[config.mk]
export PLATFORM = sky130hd
export DESIGN_NAME = next_fit_slot_allocator_unit_flat
export DESIGN_NICKNAME = d
export VERILOG_FILES = /design/src/rtl/nfsa_pkg.sv /design/src/rtl/nfsa_req_if.sv /design/src/rtl/nfsa_rsp_if.sv /design/src/rtl/nfsa_pick.sv /design/src/rtl/next_fit_slot_allocator_unit.sv /design/src/flat_wrapper.sv
export SDC_FILE = /design/constraint.sdc
export NUM_CORES = 1
export LEC_CHECK = 0
export ABC_AREA = 1
export BUFFER_PORTS_ARGS = -buffer_cell sky130_fd_sc_hd__buf_4
export CAP_MARGIN = 30
export CORE_MARGIN = 3
export CORE_UTILIZATION = 40
export DETAILED_ROUTE_END_ITERATION = 8
export SKIP_CTS_REPAIR_TIMING = 1
export SYNTH_ARGS = -nofsm -noshare
export SYNTH_HDL_FRONTEND = slang
export SYNTH_SLANG_ARGS = --single-unit
[constraint.sdc]
create_clock -name clk_i -period 11.1 [get_ports clk_i]
set_input_delay 3.33 -clock clk_i [delete_from_list [all_inputs] [get_ports clk_i]]
set_output_delay 3.33 -clock clk_i [all_outputs]
set_load 0.005 [all_outputs]
[src/rtl/nfsa_pkg.sv]
`default_nettype none
// ----------------------------------------------------------------------------
// nfsa_pkg
// shared types and constants of the next-fit slot allocator
// ----------------------------------------------------------------------------
package nfsa_pkg;

  localparam int SLOT_COUNT_DEF = 64;
  localparam int SLOT_W         = 6;

  typedef enum logic {
    OP_ALLOCATE = 1'b0,
    OP_RELEASE  = 1'b1
  } op_e;

  typedef enum logic {
    ST_DONE = 1'b0,
    ST_FULL = 1'b1
  } status_e;

endpackage
`default_nettype wire

[src/rtl/nfsa_req_if.sv]
`default_nettype none
// ----------------------------------------------------------------------------
// nfsa_req_if
// request channel: operation and slot index with valid/ready
// ----------------------------------------------------------------------------
interface nfsa_req_if import nfsa_pkg::*; ();

  logic              valid;
  logic              ready;
  op_e               operation;
  logic [SLOT_W-1:0] slot;

  modport source (output valid, output operation, output slot, input ready);
  modport sink   (input valid, input operation, input slot, output ready);

endinterface
`default_nettype wire

[src/rtl/nfsa_rsp_if.sv]
`default_nettype none
// ----------------------------------------------------------------------------
// nfsa_rsp_if
// response channel: granted slot and status with valid/ready
// ----------------------------------------------------------------------------
interface nfsa_rsp_if import nfsa_pkg::*; ();

  logic              valid;
  logic              ready;
  logic [SLOT_W-1:0] granted_slot;
  status_e           status;

  modport source (output valid, output granted_slot, output status, input ready);
  modport sink   (input valid, input granted_slot, input status, output ready);

endinterface
`default_nettype wire

[src/rtl/nfsa_pick.sv]
`default_nettype none
// ----------------------------------------------------------------------------
// nfsa_pick
// rotated priority encoder: first free slot at or after the pointer, with wrap
// ----------------------------------------------------------------------------
module nfsa_pick import nfsa_pkg::*; #(
  parameter int SLOT_COUNT = SLOT_COUNT_DEF,
  localparam int IDX_W     = $clog2(SLOT_COUNT)
) (
  input  logic [SLOT_COUNT-1:0] busy_i,
  input  logic [IDX_W-1:0]      ptr_i,
  output logic                  found_o,
  output logic [IDX_W-1:0]      idx_o
);

  logic [SLOT_COUNT-1:0] free;
  logic [SLOT_COUNT-1:0] free_hi;
  logic                  found_hi;
  logic [IDX_W-1:0]      idx_hi;
  logic [IDX_W-1:0]      idx_any;

  always_comb begin
    free = ~busy_i;
    for (int i = 0; i < SLOT_COUNT; i++) begin
      free_hi[i] = free[i] && (IDX_W'(i) >= ptr_i);
    end
    found_hi = 1'b0;
    idx_hi   = '0;
    idx_any  = '0;
    for (int i = SLOT_COUNT - 1; i >= 0; i--) begin
      if (free_hi[i]) begin
        found_hi = 1'b1;
        idx_hi   = IDX_W'(i);
      end
      if (free[i]) begin
        idx_any = IDX_W'(i);
      end
    end
    found_o = |free;
    idx_o   = found_hi ? idx_hi : idx_any;
  end

endmodule
`default_nettype wire

[src/rtl/next_fit_slot_allocator_unit.sv]
`default_nettype none
// ----------------------------------------------------------------------------
// next_fit_slot_allocator_unit
// next-fit slot allocator over a busy map of SLOT_COUNT slots
//
// requests arrive on req_i (valid/ready). an allocate request takes the first
// free slot at or after the next-fit pointer, wrapping once, marks it busy and
// moves the pointer just past it; if no slot is free the response carries
// status full and slot zero. a release request clears the named slot; an
// index at or beyond SLOT_COUNT is ignored. every request gives exactly one
// response on rsp_o (valid/ready), in order.
// a request passes through an input register and then the response register.
// throughput: one request per cycle while the receiver takes each response;
// the rotated priority encode over the busy map sits between the input
// register and the response register.
// reset clears the busy map (all slots free), zeroes the pointer and drops
// both valid flags. when the receiver stalls, the response register holds
// and the input register keeps its request, so req_i.ready falls only when
// both stages are full.
// ----------------------------------------------------------------------------
module next_fit_slot_allocator_unit import nfsa_pkg::*; #(
  parameter int SLOT_COUNT = SLOT_COUNT_DEF
) (
  input  wire           clk_i,
  input  wire           rst_ni,
  nfsa_req_if.sink      req_i,
  nfsa_rsp_if.source    rsp_o
);

  localparam int IDX_W = $clog2(SLOT_COUNT);

  logic                  s1_valid_q, s1_valid_d;
  op_e                   s1_op_q;
  logic [SLOT_W-1:0]     s1_slot_q;

  logic [SLOT_COUNT-1:0] busy_q, busy_d;
  logic [IDX_W-1:0]      ptr_q, ptr_d;

  logic                  out_valid_q, out_valid_d;
  logic [SLOT_W-1:0]     out_granted_q, out_granted_d;
  status_e               out_status_q, out_status_d;

  logic                  advance;
  logic                  commit;
  logic                  accept;
  logic                  pick_found;
  logic [IDX_W-1:0]      pick_idx;
  logic [SLOT_COUNT-1:0] clr_mask;

  nfsa_pick #(
    .SLOT_COUNT (SLOT_COUNT)
  ) u_pick (
    .busy_i  (busy_q),
    .ptr_i   (ptr_q),
    .found_o (pick_found),
    .idx_o   (pick_idx)
  );

  assign advance     = !out_valid_q || rsp_o.ready;
  assign commit      = s1_valid_q && advance;
  assign req_i.ready = !s1_valid_q || advance;
  assign accept      = req_i.valid && req_i.ready;

  assign rsp_o.valid        = out_valid_q;
  assign rsp_o.granted_slot = out_granted_q;
  assign rsp_o.status       = out_status_q;

  always_comb begin
    for (int i = 0; i < SLOT_COUNT; i++) begin
      clr_mask[i] = (32'(s1_slot_q) == i);
    end
  end

  always_comb begin
    s1_valid_d    = req_i.ready ? req_i.valid : s1_valid_q;
    out_valid_d   = advance ? s1_valid_q : out_valid_q;
    busy_d        = busy_q;
    ptr_d         = ptr_q;
    out_granted_d = '0;
    out_status_d  = ST_DONE;
    if (commit) begin
      if (s1_op_q == OP_ALLOCATE) begin
        if (pick_found) begin
          busy_d[pick_idx] = 1'b1;
          ptr_d            = (pick_idx == IDX_W'(SLOT_COUNT - 1)) ? '0 : pick_idx + 1'b1;
          out_granted_d    = SLOT_W'(pick_idx);
        end else begin
          out_status_d = ST_FULL;
        end
      end else begin
        busy_d = busy_q & ~clr_mask;
      end
    end
  end

  always_ff @(posedge clk_i or negedge rst_ni) begin
    if (!rst_ni) begin
      s1_valid_q  <= 1'b0;
      out_valid_q <= 1'b0;
      busy_q      <= '0;
      ptr_q       <= '0;
    end else begin
      s1_valid_q  <= s1_valid_d;
      out_valid_q <= out_valid_d;
      busy_q      <= busy_d;
      ptr_q       <= ptr_d;
    end
  end

  // payload registers
  always_ff @(posedge clk_i) begin
    if (accept) begin
      s1_op_q   <= req_i.operation;
      s1_slot_q <= req_i.slot;
    end
    if (commit) begin
      out_granted_q <= out_granted_d;
      out_status_q  <= out_status_d;
    end
  end

endmodule
`default_nettype wire

[src/flat_wrapper.sv]
// flat-port wrapper written by rule: the top's interface ports become plain ports
module next_fit_slot_allocator_unit_flat import nfsa_pkg::*;
#(
  parameter int SLOT_COUNT = SLOT_COUNT_DEF
)
  (clk_i, rst_ni, req_i_valid, req_i_operation, req_i_slot, req_i_ready, rsp_o_valid, rsp_o_granted_slot, rsp_o_status, rsp_o_ready);
  nfsa_req_if req_i_i ();
  nfsa_rsp_if rsp_o_i ();
  input  wire clk_i;
  input  wire rst_ni;
  input wire logic [$bits(req_i_i.valid)-1:0] req_i_valid;
  input wire logic [$bits(req_i_i.operation)-1:0] req_i_operation;
  input wire logic [$bits(req_i_i.slot)-1:0] req_i_slot;
  output wire logic [$bits(req_i_i.ready)-1:0] req_i_ready;
  output wire logic [$bits(rsp_o_i.valid)-1:0] rsp_o_valid;
  output wire logic [$bits(rsp_o_i.granted_slot)-1:0] rsp_o_granted_slot;
  output wire logic [$bits(rsp_o_i.status)-1:0] rsp_o_status;
  input wire logic [$bits(rsp_o_i.ready)-1:0] rsp_o_ready;
  assign req_i_i.valid = req_i_valid;
  assign req_i_i.operation = req_i_operation;
  assign req_i_i.slot = req_i_slot;
  assign req_i_ready = req_i_i.ready;
  assign rsp_o_valid = rsp_o_i.valid;
  assign rsp_o_granted_slot = rsp_o_i.granted_slot;
  assign rsp_o_status = rsp_o_i.status;
  assign rsp_o_i.ready = rsp_o_ready;
  next_fit_slot_allocator_unit #(.SLOT_COUNT(SLOT_COUNT)) u_core (.clk_i(clk_i), .rst_ni(rst_ni), .req_i(req_i_i), .rsp_o(rsp_o_i));
endmodule
# --- Word-level counts from Yosys, hierarchy flattened ---
# Cells that the tools add are included.
totals:
  regBits: 86
  latch_bits: 0
  ram_bits: 0
  mem_bits_ro: 0
  in_bits: 11
  elab_cells: 421
  memories: 0
op_classes:
  add_sub_neg: 1
  mul: 0
  div_mod_pow: 0
  magnitude_cmp: 66
  eq_ne: 64
  shift: 0
  mux: 199
  n_bitwise: 6
  n_reduce_logical: 77
op_table:
  columns: ["cell", "n"]
  rows:
  - ["$mux 6", 130]
  - ["$eq 6x6->1 const B", 33]
  - ["$ge 6x6->1 const A", 32]
  - ["$mux 64", 2]
  - ["$not 64->64", 2]
  - ["$eq 6x5->1 const B", 16]
  - ["$ge 5x6->1 const A", 16]
  - ["$logic_and 1x1->1", 67]
  - ["$mux 1", 66]
  - ["$and 64x64->64", 1]
  - ["$or 64x64->64", 1]
  - ["$reduce_or 64->1", 1]
  - ["$eq 6x4->1 const B", 8]
  - ["$ge 4x6->1 const A", 8]
  - ["$eq 6x3->1 const B", 4]
  - ["$ge 3x6->1 const A", 4]
  - ["$eq 6x2->1 const B", 2]
  - ["$ge 1x6->1 const A", 2]
  - ["$ge 2x6->1 const A", 2]
  - ["$lt 6x7->1 const B", 1]
  - ["$add 6x1->6 const B", 1]
  - ["$demux 1 s6", 1]
  - ["$eq 6x1->1 const B", 1]
  - ["$ge 6x1->1 const B", 1]
  - ["8 further kinds", 11]

# --- Depth between registers and ports, before layout ---
# Gate-level depths: netlist of the first run.
depth:
  ltp_word: 74
  ltp_mapped: 71
  mapped_depth_nobuf: 71

# --- Modules after synthesis ---
# Synthesis of the first run repeated with hierarchy kept, for this count alone.
unflattened:
  cells_unflattened: 1046
  area_unflattened_um2: 6532.5
modules_own_cells:
  columns: ["mod", "instances", "cells_per_inst", "area_per_inst_um2"]
  rows:
  - ["next_fit_slot_allocator_unit", 1, 494, 4127.7]
  - ["nfsa_pick", 1, 552, 2404.8]

# --- Worst setup path after synthesis of the first run ---
# Ideal clock, no wire load.
synth_path:
  kind: "in2out"
  from: "input rsp_o_ready"
  to: "output req_i_ready"
  arrival_time_ns: 3.479
  required_ns: 7.770
  slack_ns: 4.291
  cell_stages: 2
  cell_sequence: "inv_1 -> nand3_1"
synth_between:
  elab_chain_cells: 2
synth_lines:
  columns: ["item", "line_no", "source"]
  rows:
  - ["start, declared", "flat_wrapper.sv:18", "input wire logic [$bits(rsp_o_i.ready)-1:0] rsp_o_ready;"]
  - ["$logic_or 1x1->1", "next_fit_slot_allocator_unit.sv:59", "assign advance = !out_valid_q || rsp_o.ready;"]
  - ["$logic_or 1x1->1", "next_fit_slot_allocator_unit.sv:61", "assign req_i.ready = !s1_valid_q || advance;"]
  - ["end, declared", "flat_wrapper.sv:14", "output wire logic [$bits(req_i_i.ready)-1:0] req_i_ready;"]
# Every way passes these cells.

# --- Final worst setup path of the first run ---
# Ends and elaborated chain as after synthesis.

==> results of run 1 <==
## layout make-up
class	count	area, sq um
flip-flops and latches	86	2220
well taps	184	230
clock inverters	6	61.3
inverters	131	502
clock buffers	10	239
fillers	1508	8000
multi-input cells	671	3190
repair buffers	19	143
## critical path, stage by stage
cell     delay, ps
buf_4          100
inv_1           60
nand3_1        110
buf_4          160
## worst paths after layout
path                                     from                 end  cells after the start
max                               rsp_o_ready         req_i_ready                      4
min                        u_core.rsp_o.valid  u_core.rsp_o.valid                      2
max reg2reg                   u_core.ptr_q[1]     u_core.ptr_q[5]                     64
min reg2reg                u_core.rsp_o.valid  u_core.rsp_o.valid                      2
max in group asynchronous              rst_ni   u_core.busy_q[24]                      1
min in group asynchronous              rst_ni     u_core.ptr_q[3]                      1
## flip-flops by register name (all words and copies together) (netlist names)
| register | cells |
|---|---|
| u_core.s1_slot_q | 6 |
| u_core.rsp_o.valid | 1 |
| u_core.rsp_o.granted_slot | 6 |
| u_core.busy_q | 64 |
| u_core.s1_op_q | 1 |
| u_core.s1_valid_q | 1 |
| u_core.rsp_o.status | 1 |
| u_core.ptr_q | 6 |
## per-stage QoR
stage                     cells  hold WS [ps]  instance area [sq um]
after global placement     1091           547                   6290
final                      1107           534                   6590
after floorplan             899           510                   5970
after detailed placement   1091           516                   6290
after CTS                  1107           543                   6590
after global routing       1107           576                   6590
## metal layers
metal | up-vias | GRT usage (%)
li1 | 3025 | -
met1 | 2829 | 36.0
met2 | 228 | 35.7
met3 | 21 | 3.33
met4 | 0 | 6.12
met5 | - | 0
## cell usage after synthesis, types with 2 or more instances
library cell	count	area, sq um
o311ai_0	2	17.5
a21boi_0	2	15.0
a211o_1	3	26.3
nand3b_1	2	15.0
o22ai_1	7	43.8
o22ai_2	5	62.6
o31ai_1	8	60.1
nand2_4	7	78.8
nor4_1	6	37.5
or2_2	4	25.0
buf_4	4	30.0
nand4_1	14	87.6
nor2_1	123	462
a21oi_1	12	60.1
o21ai_1	58	290
a211oi_1	5	37.5
a31oi_1	8	50.1
o21ai_0	76	380
nand2_2	6	37.5
inv_2	5	18.8
clkbuf_1	7	26.3
nand3_1	48	240
dfrtp_1	72	1800
o211ai_1	5	37.5
inv_1	123	462
nand2_1	229	860
o21bai_1	4	30.0
nor3_1	24	120
edfxtp_1	14	420
## cells by family after synthesis
| logic type | Yosys count | share of synthesized area (%) |
|---|---|---|
| flops | 86 | 37.2 |
| xor+xnor | 1 | 0.147 |
| buf+inv | 142 | 9.34 |
| compound gates | 201 | 19.5 |
| fa+ha+maj | 1 | 0.209 |
| simple gates | 468 | 33.6 |
## report_power, final
part / switching (mW) / leakage, nW / total [mW] / internal [mW]
Clock: 0.123 / 0.148 / 0.303 / 0.180
Combinational: 0.557 / 1.77 / 0.767 / 0.210
Sequential: 0.0804 / 1.05 / 0.456 / 0.376
Total: 0.760 / 2.97 / 1.53 / 0.766
==> flow_metrics.py, run 1 <==
metrics = {
    "status": {
        "outcome": "complete, no violations",
    },
    "route": {
        "post_drt_wl_per_cell_microns": 17.3,
        "top_layer_used": "met4",
        "via_per_inst": 5.51,
        "wirelength_mm": 19.2,
        "drtPass1Iterations": 5,
        "routed-wl-met2_mm": 8.37,
        "via_count": 6103,
        "drc": 0,
        "wl_met3_mm": 1.35,
        "met1_length_mm": 9.12,
        "ant_nets": 0,
        "first_iter_violations": 786,
    },
    "final_layout": {
        "drive_gt1_share_pct": 7.37,
        "final_cell_mix": "nand2_1, inv_1, nor2_1",
        "layout_commonest_cell": "nand2_1",
        "n_antenna_cell": 0,
        "syn_to_final_growth_pct": 10.3,
        "final_util_pct": 45.2,
        "nets": 930,
    },
    "logic_synthesis": {
        "synth.distinct_cells": 45,
        "yosys_most_used_dff": "dfrtp_1",
        "synthesis.nets": 911,
        "synth_warnings": 0,
        "synth_edf_count": 14,
        "ys_seq_area_share_pct": 37.2,
        "avgSynthCellArea_sq_um": 6.65,
        "synthCells": 899,
        "synth_seq_cells": 86,
        "syn-cell-area_sq_um": 5970,
        "async_flop_share_pct": 83.7,
    },
    "grt": {
        "grt_pass1_wl_mm": 30.3,
        "antenna_found_initial": 0,
        "grt_max_degree": 73,
        "gr-total-overflow": 0,
        "grt_use_total_pct": 23.8,
        "grt_pass1_vias": 5440,
    },
    "setup_path": {
        "critPathKind": "in2out",
        "crit_path_start_kind": "primary input",
        "cp.required_ps": 7770,
        "endpoint_kind": "output port",
        "arrival_ps": 3760,
        "cp_max_fo": 3,
        "reg2reg_slack_ps": 5820,
    },
    "sta": {
        "fmax_ghz": 0.141,
        "setup_violations": 0,
        "finClkSkew_ps": 10.3,
        "grt_setup_unrepaired": "no",
        "maxSlewHeadroom_pct": 38.6,
        "final.min_clock_period_ps": 7090,
        "finalHoldViolCount": 0,
        "worst_pin_slew_ps": 921,
        "min_period_over_period_pct": 63.9,
        "slew_viol_final": 0,
        "finalWorstSetupSlack_ps": 4010,
        "tns_ps": 0,
    },
    "placed_design": {
        "dp_hpwl_mm": 15.5,
        "place.gp.congestion": 1.04,
        "port_buffers": 19,
        "dpl_worst_slack_ps": 4000,
    },
    "clock_tree": {
        "cts_made_buffers": 9,
        "cts.clk_slew.worst_paths_ps": 60,
        "htreeDepth": 3,
        "cts.sinks": 86,
        "cts_root_buf": "clkbuf_16",
        "clkLatencyLatePin_ps": 340,
        "clk_path_buf_depth": 2,
        "cts_tree": "built",
    },
    "power": {
        "p_leak_nw": 2.97,
        "fin_total_pwr_mw": 1.53,
        "p_per_area_nw_per_um2": 232,
        "vdd_drop_max_uv": 162,
    },
    "floorplan": {
        "dieArea_sq_um": 16400,
        "fp.coreArea_sq_um": 14600,
        "start_util_pct": 41.0,
        "row_count": 44,
        "die_y_microns": 128,
        "top_level_ports": 20,
        "die_w_microns": 128,
    },
    "flow_run": {
        "drv_cap": 0,
    },
    "hold_path": {
        "hold_class": "reg2reg",
    },
}
(Power assumes the default switching activity.)
==> run 2: changes to the inputs <==
Settings changed: ABC_AREA 1 to 0.
Clock period 11.1 ns to 6.9 ns, I/O delays scaled along.
==> run 2 against run 1 <==
First-iteration DRC count up 39%. Sequential cell count did not move. Core utilization shrank 1.3 points. Critical endpoint unchanged. Highest routed layer unchanged.
==> flow_metrics.py, run 2 <==
metrics = {
    "power": {
        "p_per_area_nw_per_um2": 326,
        "p_leak_nw": 2.60,
        "vdd_drop_max_uv": 199,
    },
    "sta": {
        "tns_ps": 0,
        "holdWs_ps": 502,
        "maxSlewHeadroom_pct": 39.4,
        "worst_pin_slew_ps": 909,
        "finClkSkew_ps": 10.3,
        "finalHoldViolCount": 0,
        "fmax_ghz": 0.217,
        "slew_viol_final": 0,
        "grt_setup_unrepaired": "no",
        "final.min_clock_period_ps": 4600,
        "min_period_over_period_pct": 66.7,
        "setup_violations": 0,
        "finalWorstSetupSlack_ps": 2300,
    },
    "logic_synthesis": {
        "synthTopCellsByCount": "o21ai_0, dfrtp_1, nand2_1",
        "yosys_most_used_dff": "dfrtp_1",
        "yosysMostFrequentCell": "o21ai_0",
        "ys_seq_area_share_pct": 33.8,
        "synth_edf_count": 14,
        "synth_seq_cells": 86,
        "synth_top_area_share_pct": 27.4,
        "async_flop_share_pct": 83.7,
        "synthTopCellsByArea": "dfrtp_1, o21ai_0, edfxtp_1, nand2_1, a21oi_1",
        "synth_warnings": 0,
        "yosysTopAreaCell": "dfrtp_1",
        "synth.distinct_cells": 91,
        "avgSynthCellArea_sq_um": 8.13,
        "syn-cell-area_sq_um": 6580,
        "synthCells": 809,
        "synthesis.nets": 821,
    },
    "setup_path": {
        "cp_max_fo": 3,
        "crit_path_start_kind": "primary input",
        "endpoint_kind": "output port",
        "arrival_ps": 2530,
        "cp.required_ps": 4830,
        "critPathKind": "in2out",
    },
    "placed_design": {
        "dpl_worst_slack_ps": 2290,
        "dp_cells": 1002,
        "port_buffers": 19,
        "place.gp.congestion": 0.956,
        "dp_hpwl_mm": 17.6,
        "placed_cell_area_sq_um": 6730,
    },
    "clock_tree": {
        "clkLatencyLatePin_ps": 340,
        "htreeDepth": 3,
        "cts.sinks": 86,
        "cts_tree": "built",
        "cts_made_buffers": 9,
        "cts_root_buf": "clkbuf_16",
        "clk_path_buf_depth": 2,
        "cts.clk_slew.worst_paths_ps": 60,
    },
    "final_layout": {
        "layout_commonest_cell": "o21ai_0",
        "final_cell_mix": "o21ai_0, dfrtp_1, nand2_1",
        "largest_reg_flops": 64,
        "final_area_sq_um": 7020,
        "drive_gt1_share_pct": 11.0,
        "nets": 809,
        "fill_cells": 1652,
        "largest_register": "u_core.busy_q",
        "syn_to_final_growth_pct": 6.68,
        "n_antenna_cell": 0,
        "finalNonFillerCells": 1018,
    },
    "grt": {
        "grt_max_degree": 73,
        "grt_pass1_vias": 6341,
        "antenna_found_initial": 0,
        "grt_pass1_wl_mm": 36.6,
        "grt_use_total_pct": 26.1,
        "gr-total-overflow": 0,
    },
    "floorplan": {
        "dieArea_sq_um": 18000,
        "row_count": 46,
        "die_y_microns": 134,
        "start_util_pct": 41.1,
        "die_w_microns": 134,
        "top_level_ports": 20,
        "fp.coreArea_sq_um": 16000,
    },
    "flow_run": {
        "drv_cap": 0,
    },
    "status": {
        "outcome": "complete, no violations",
    },
    "route": {
        "via_count": 6811,
        "wirelength_mm": 23.6,
        "first_iter_violations": 1092,
        "drtPass1Iterations": 6,
        "drc": 0,
        "via_per_inst": 6.69,
        "post_drt_wl_per_cell_microns": 23.1,
        "ant_nets": 0,
    },
    "hold_path": {
        "hold_class": "reg2reg",
    },
}
## run 2: changes by cell type after synthesis, moves of 17 or more
| cell | previous run | this run |
|---|---|---|
| o21ai_1 | 58 | 14 |
| and2_1 | 1 | 19 |
| nand3_1 | 48 | 26 |
| nand2_1 | 229 | 69 |
| o21ai_0 | 76 | 135 |
| nor2_1 | 123 | 55 |
| inv_1 | 123 | 26 |
| a21oi_1 | 12 | 48 |
| a21o_1 | 0 | 17 |
## run 2: worst paths after layout
path / from / to / slack [ps] / cells past startpoint
setup / recovery: rsp_o_ready / req_i_ready / 2300 / 3
hold reg to reg: u_core.s1_valid_q / u_core.rsp_o.valid / 500 / 1
hold / removal: u_core.s1_valid_q / u_core.rsp_o.valid / 500 / 1
min in group asynchronous: rst_ni / u_core.busy_q[44] / 1860 / 1
setup reg to reg: u_core.ptr_q[1] / u_core.ptr_q[5] / 2680 / 13
max in group asynchronous: rst_ni / u_core.busy_q[6] / 4450 / 1
## run 2: cells by family after synthesis
logic type,synth area share [%]
multiplexers,0.171
adder cells (fa/ha/maj),0.342
XOR/XNOR,0.400
AO/OA/AOI/OAI,36.1
flip-flops,33.8
AND/OR/NAND/NOR,23.1
buffers and inverters,6.13
## run 2: metrics by stage
step	power, mW	util [%]
2_1_floorplan	1.49	-
3_3_place_gp	1.79	42.1
3_5_place_dp	1.80	42.1
4_1_cts	2.26	43.8
5_1_grt	2.41	43.8
6_report	2.29	43.8
## run 2: layout make-up
class                   count  area, sq um  share of cell area, %
flip-flops and latches     86         2220                   31.7
repair buffers             25          188                   2.68
clock buffers              11          254                   3.62
multi-input cells         649         3950                   56.3
inverters                  26         97.6                   1.39
well taps                 216          270                   3.85
clock inverters             5         32.5                  0.464
## run 2: power breakdown
| part | internal, mW | switching [mW] |
|---|---|---|
| registers | 0.585 | 0.146 |
| clock network | 0.266 | 0.197 |
| logic | 0.341 | 0.756 |
## run 2: critical path: stages
cell and delay [ps]:
buf_4 110, nand3b_1 190, buf_4 160
## run 2: metal layers
layer | up-vias | wire [microns] | track usage, %
li1 | 3070 | - | -
met5 | - | 0 | 0
met1 | 3336 | 10300 | 38.3
met4 | 0 | 683 | 9.33
met3 | 49 | 1940 | 3.53
met2 | 356 | 10600 | 39.6
==> run 3: changes to the inputs <==
Settings changed: ABC_AREA 0 to 1.
Clock period 6.9 ns to 3.75 ns, I/O delays scaled along.
==> run 3 against run 2 <==
The run now ends with negative setup slack left. Core utilization increased by 9.7 points. Clock skew about the same. Clock power increased by 110%. Critical path depth increased by 62. Register-to-register slack got worse by 3500 ps. Sequential cell count unchanged. Critical endpoint is now u_core.ptr_q[0].
==> flow_metrics.py, run 3 (synthesis gave the netlist of run 1 again) <==
metrics = {
    "final_layout": {
        "syn_to_final_growth_pct": 30.9,
        "final_cell_mix": "nand2_1, buf_4, inv_1",
        "n_antenna_cell": 0,
        "drive_gt1_share_pct": 21.0,
        "layout_commonest_cell": "nand2_1",
        "fill_cells": 1450,
        "multi_input_area_sq_um": 3280,
        "nets": 1073,
        "largest_register": "u_core.busy_q",
        "seq_area_sq_um": 2220,
        "final_util_pct": 53.6,
        "largest_reg_flops": 64,
    },
    "route": {
        "via_per_inst": 5.35,
        "ant_nets": 0,
        "first_iter_violations": 791,
        "via_count": 6689,
        "wirelength_mm": 21.1,
        "drtPass1Iterations": 5,
        "post_drt_wl_per_cell_microns": 16.9,
        "drc": 0,
    },
    "hold_path": {
        "whs_path_depth": 2,
        "hold_class": "reg2reg",
        "hold_end": "u_core.rsp_o.valid",
        "hp-start": "u_core.rsp_o.valid",
    },
    "sta": {
        "maxSlewHeadroom_pct": 61.6,
        "finalWorstSetupSlack_ps": -816,
        "slew_viol_final": 0,
        "min_period_over_period_pct": 122,
        "setup_violations": 72,
        "finalHoldViolCount": 0,
        "final.min_clock_period_ps": 4570,
        "holdWs_ps": 540,
        "worst_pin_slew_ps": 561,
        "grt_setup_unrepaired": "yes",
        "tns_ps": -53230,
        "fmax_ghz": 0.219,
        "finClkSkew_ps": 10.6,
    },
    "setup_path": {
        "cp.required_ps": 4040,
        "r2r_cells": 65,
        "reg2reg_slack_ps": -820,
        "rr_endpoint": "u_core.ptr_q[0]",
        "max_stage_delay_ps": 470,
        "crit_path_start_kind": "flip-flop",
        "cp_max_fo": 5,
        "slowest_stage": "dfrtp_1",
        "arrival_ps": 4850,
        "reg2reg_from": "u_core.ptr_q[1]",
        "endpoint_kind": "flip-flop",
        "cpMostUsedCell": "nand2_1",
        "critPathKind": "reg2reg",
        "startpoint": "u_core.ptr_q[1]",
    },
    "placed_design": {
        "port_buffers": 19,
        "dpl_worst_slack_ps": -816,
        "place.gp.congestion": 1.02,
        "dp_hpwl_mm": 16.9,
    },
    "clock_tree": {
        "cts.sinks": 86,
        "clk_path_buf_depth": 2,
        "cts.clk_slew.worst_paths_ps": 70,
        "cts_root_buf": "clkbuf_16",
        "cts_made_buffers": 9,
        "cts_tree": "built",
        "htreeDepth": 3,
        "clkLatencyLatePin_ps": 340,
    },
    "grt": {
        "grt_max_degree": 73,
        "grt_pass1_wl_mm": 33.1,
        "grt_pass1_vias": 6170,
        "gr-total-overflow": 0,
        "antenna_found_initial": 0,
        "grt_use_total_pct": 26.0,
    },
    "floorplan": {
        "row_count": 44,
        "die_y_microns": 128,
        "dieArea_sq_um": 16400,
        "top_level_ports": 20,
        "die_w_microns": 128,
        "fp.coreArea_sq_um": 14600,
        "start_util_pct": 41.0,
    },
    "status": {
        "violations": "negative setup slack",
        "outcome": "finished, violations left",
    },
    "power": {
        "p_per_area_nw_per_um2": 708,
        "p_leak_nw": 3.71,
        "vdd_drop_max_uv": 487,
    },
    "flow_run": {
        "drv_cap": 0,
    },
}
run 3: worst max path at each step:
stage	to
global placement	u_core.ptr_q[4]
floorplan	u_core.ptr_q[4]
CTS	u_core.ptr_q[4]
global route	u_core.ptr_q[4]
detailed placement	u_core.ptr_q[4]
finish	u_core.ptr_q[0]
run 3: final cells by class:
type	instances	area share [%]
flip-flops and latches	86	28.4
multi-input cells	671	42.0
clock buffers	10	2.93
well taps	184	2.94
repair buffers	162	16.2
inverters	131	6.42
clock inverters	6	1.10
run 3: metrics by stage:
step / instance area [sq um] / power, mW / instances
floorplan: 6030 / 2.98 / 899
global placement: 7410 / 4.37 / 1231
detailed placement: 7410 / 4.37 / 1231
CTS: 7720 / 5.33 / 1247
global route: 7820 / 5.87 / 1250
finish: 7820 / 5.54 / 1250
run 3: where the power goes:
group / internal (mW) / leakage, nW / total [mW] / switching, mW
Sequential: 1.11 / 1.05 / 1.33 / 0.218
Combinational: 1.29 / 2.51 / 3.25 / 1.95
Clock: 0.583 / 0.152 / 0.960 / 0.377
run 3: worst max-delay path, delay by kind of cell, from the launching register on:
kind | cells | cell delay [ps]
compound gates | 3 | 570
fa+ha+maj | 1 | 160
buf+inv | 2 | 200
flops | 1 | 470
simple gates | 59 | 3110
run 3: metal layers:
| layer | part of all wire [%] | routed length, microns | GRT usage [%] |
|---|---|---|---|
| met4 | 2.6 | 540 | 7.49 |
| met2 | 44 | 9210 | 40.0 |
| met1 | 48 | 10000 | 38.6 |
| met3 | 6.2 | 1310 | 2.79 |
| met5 | 0 | 0 | 0 |
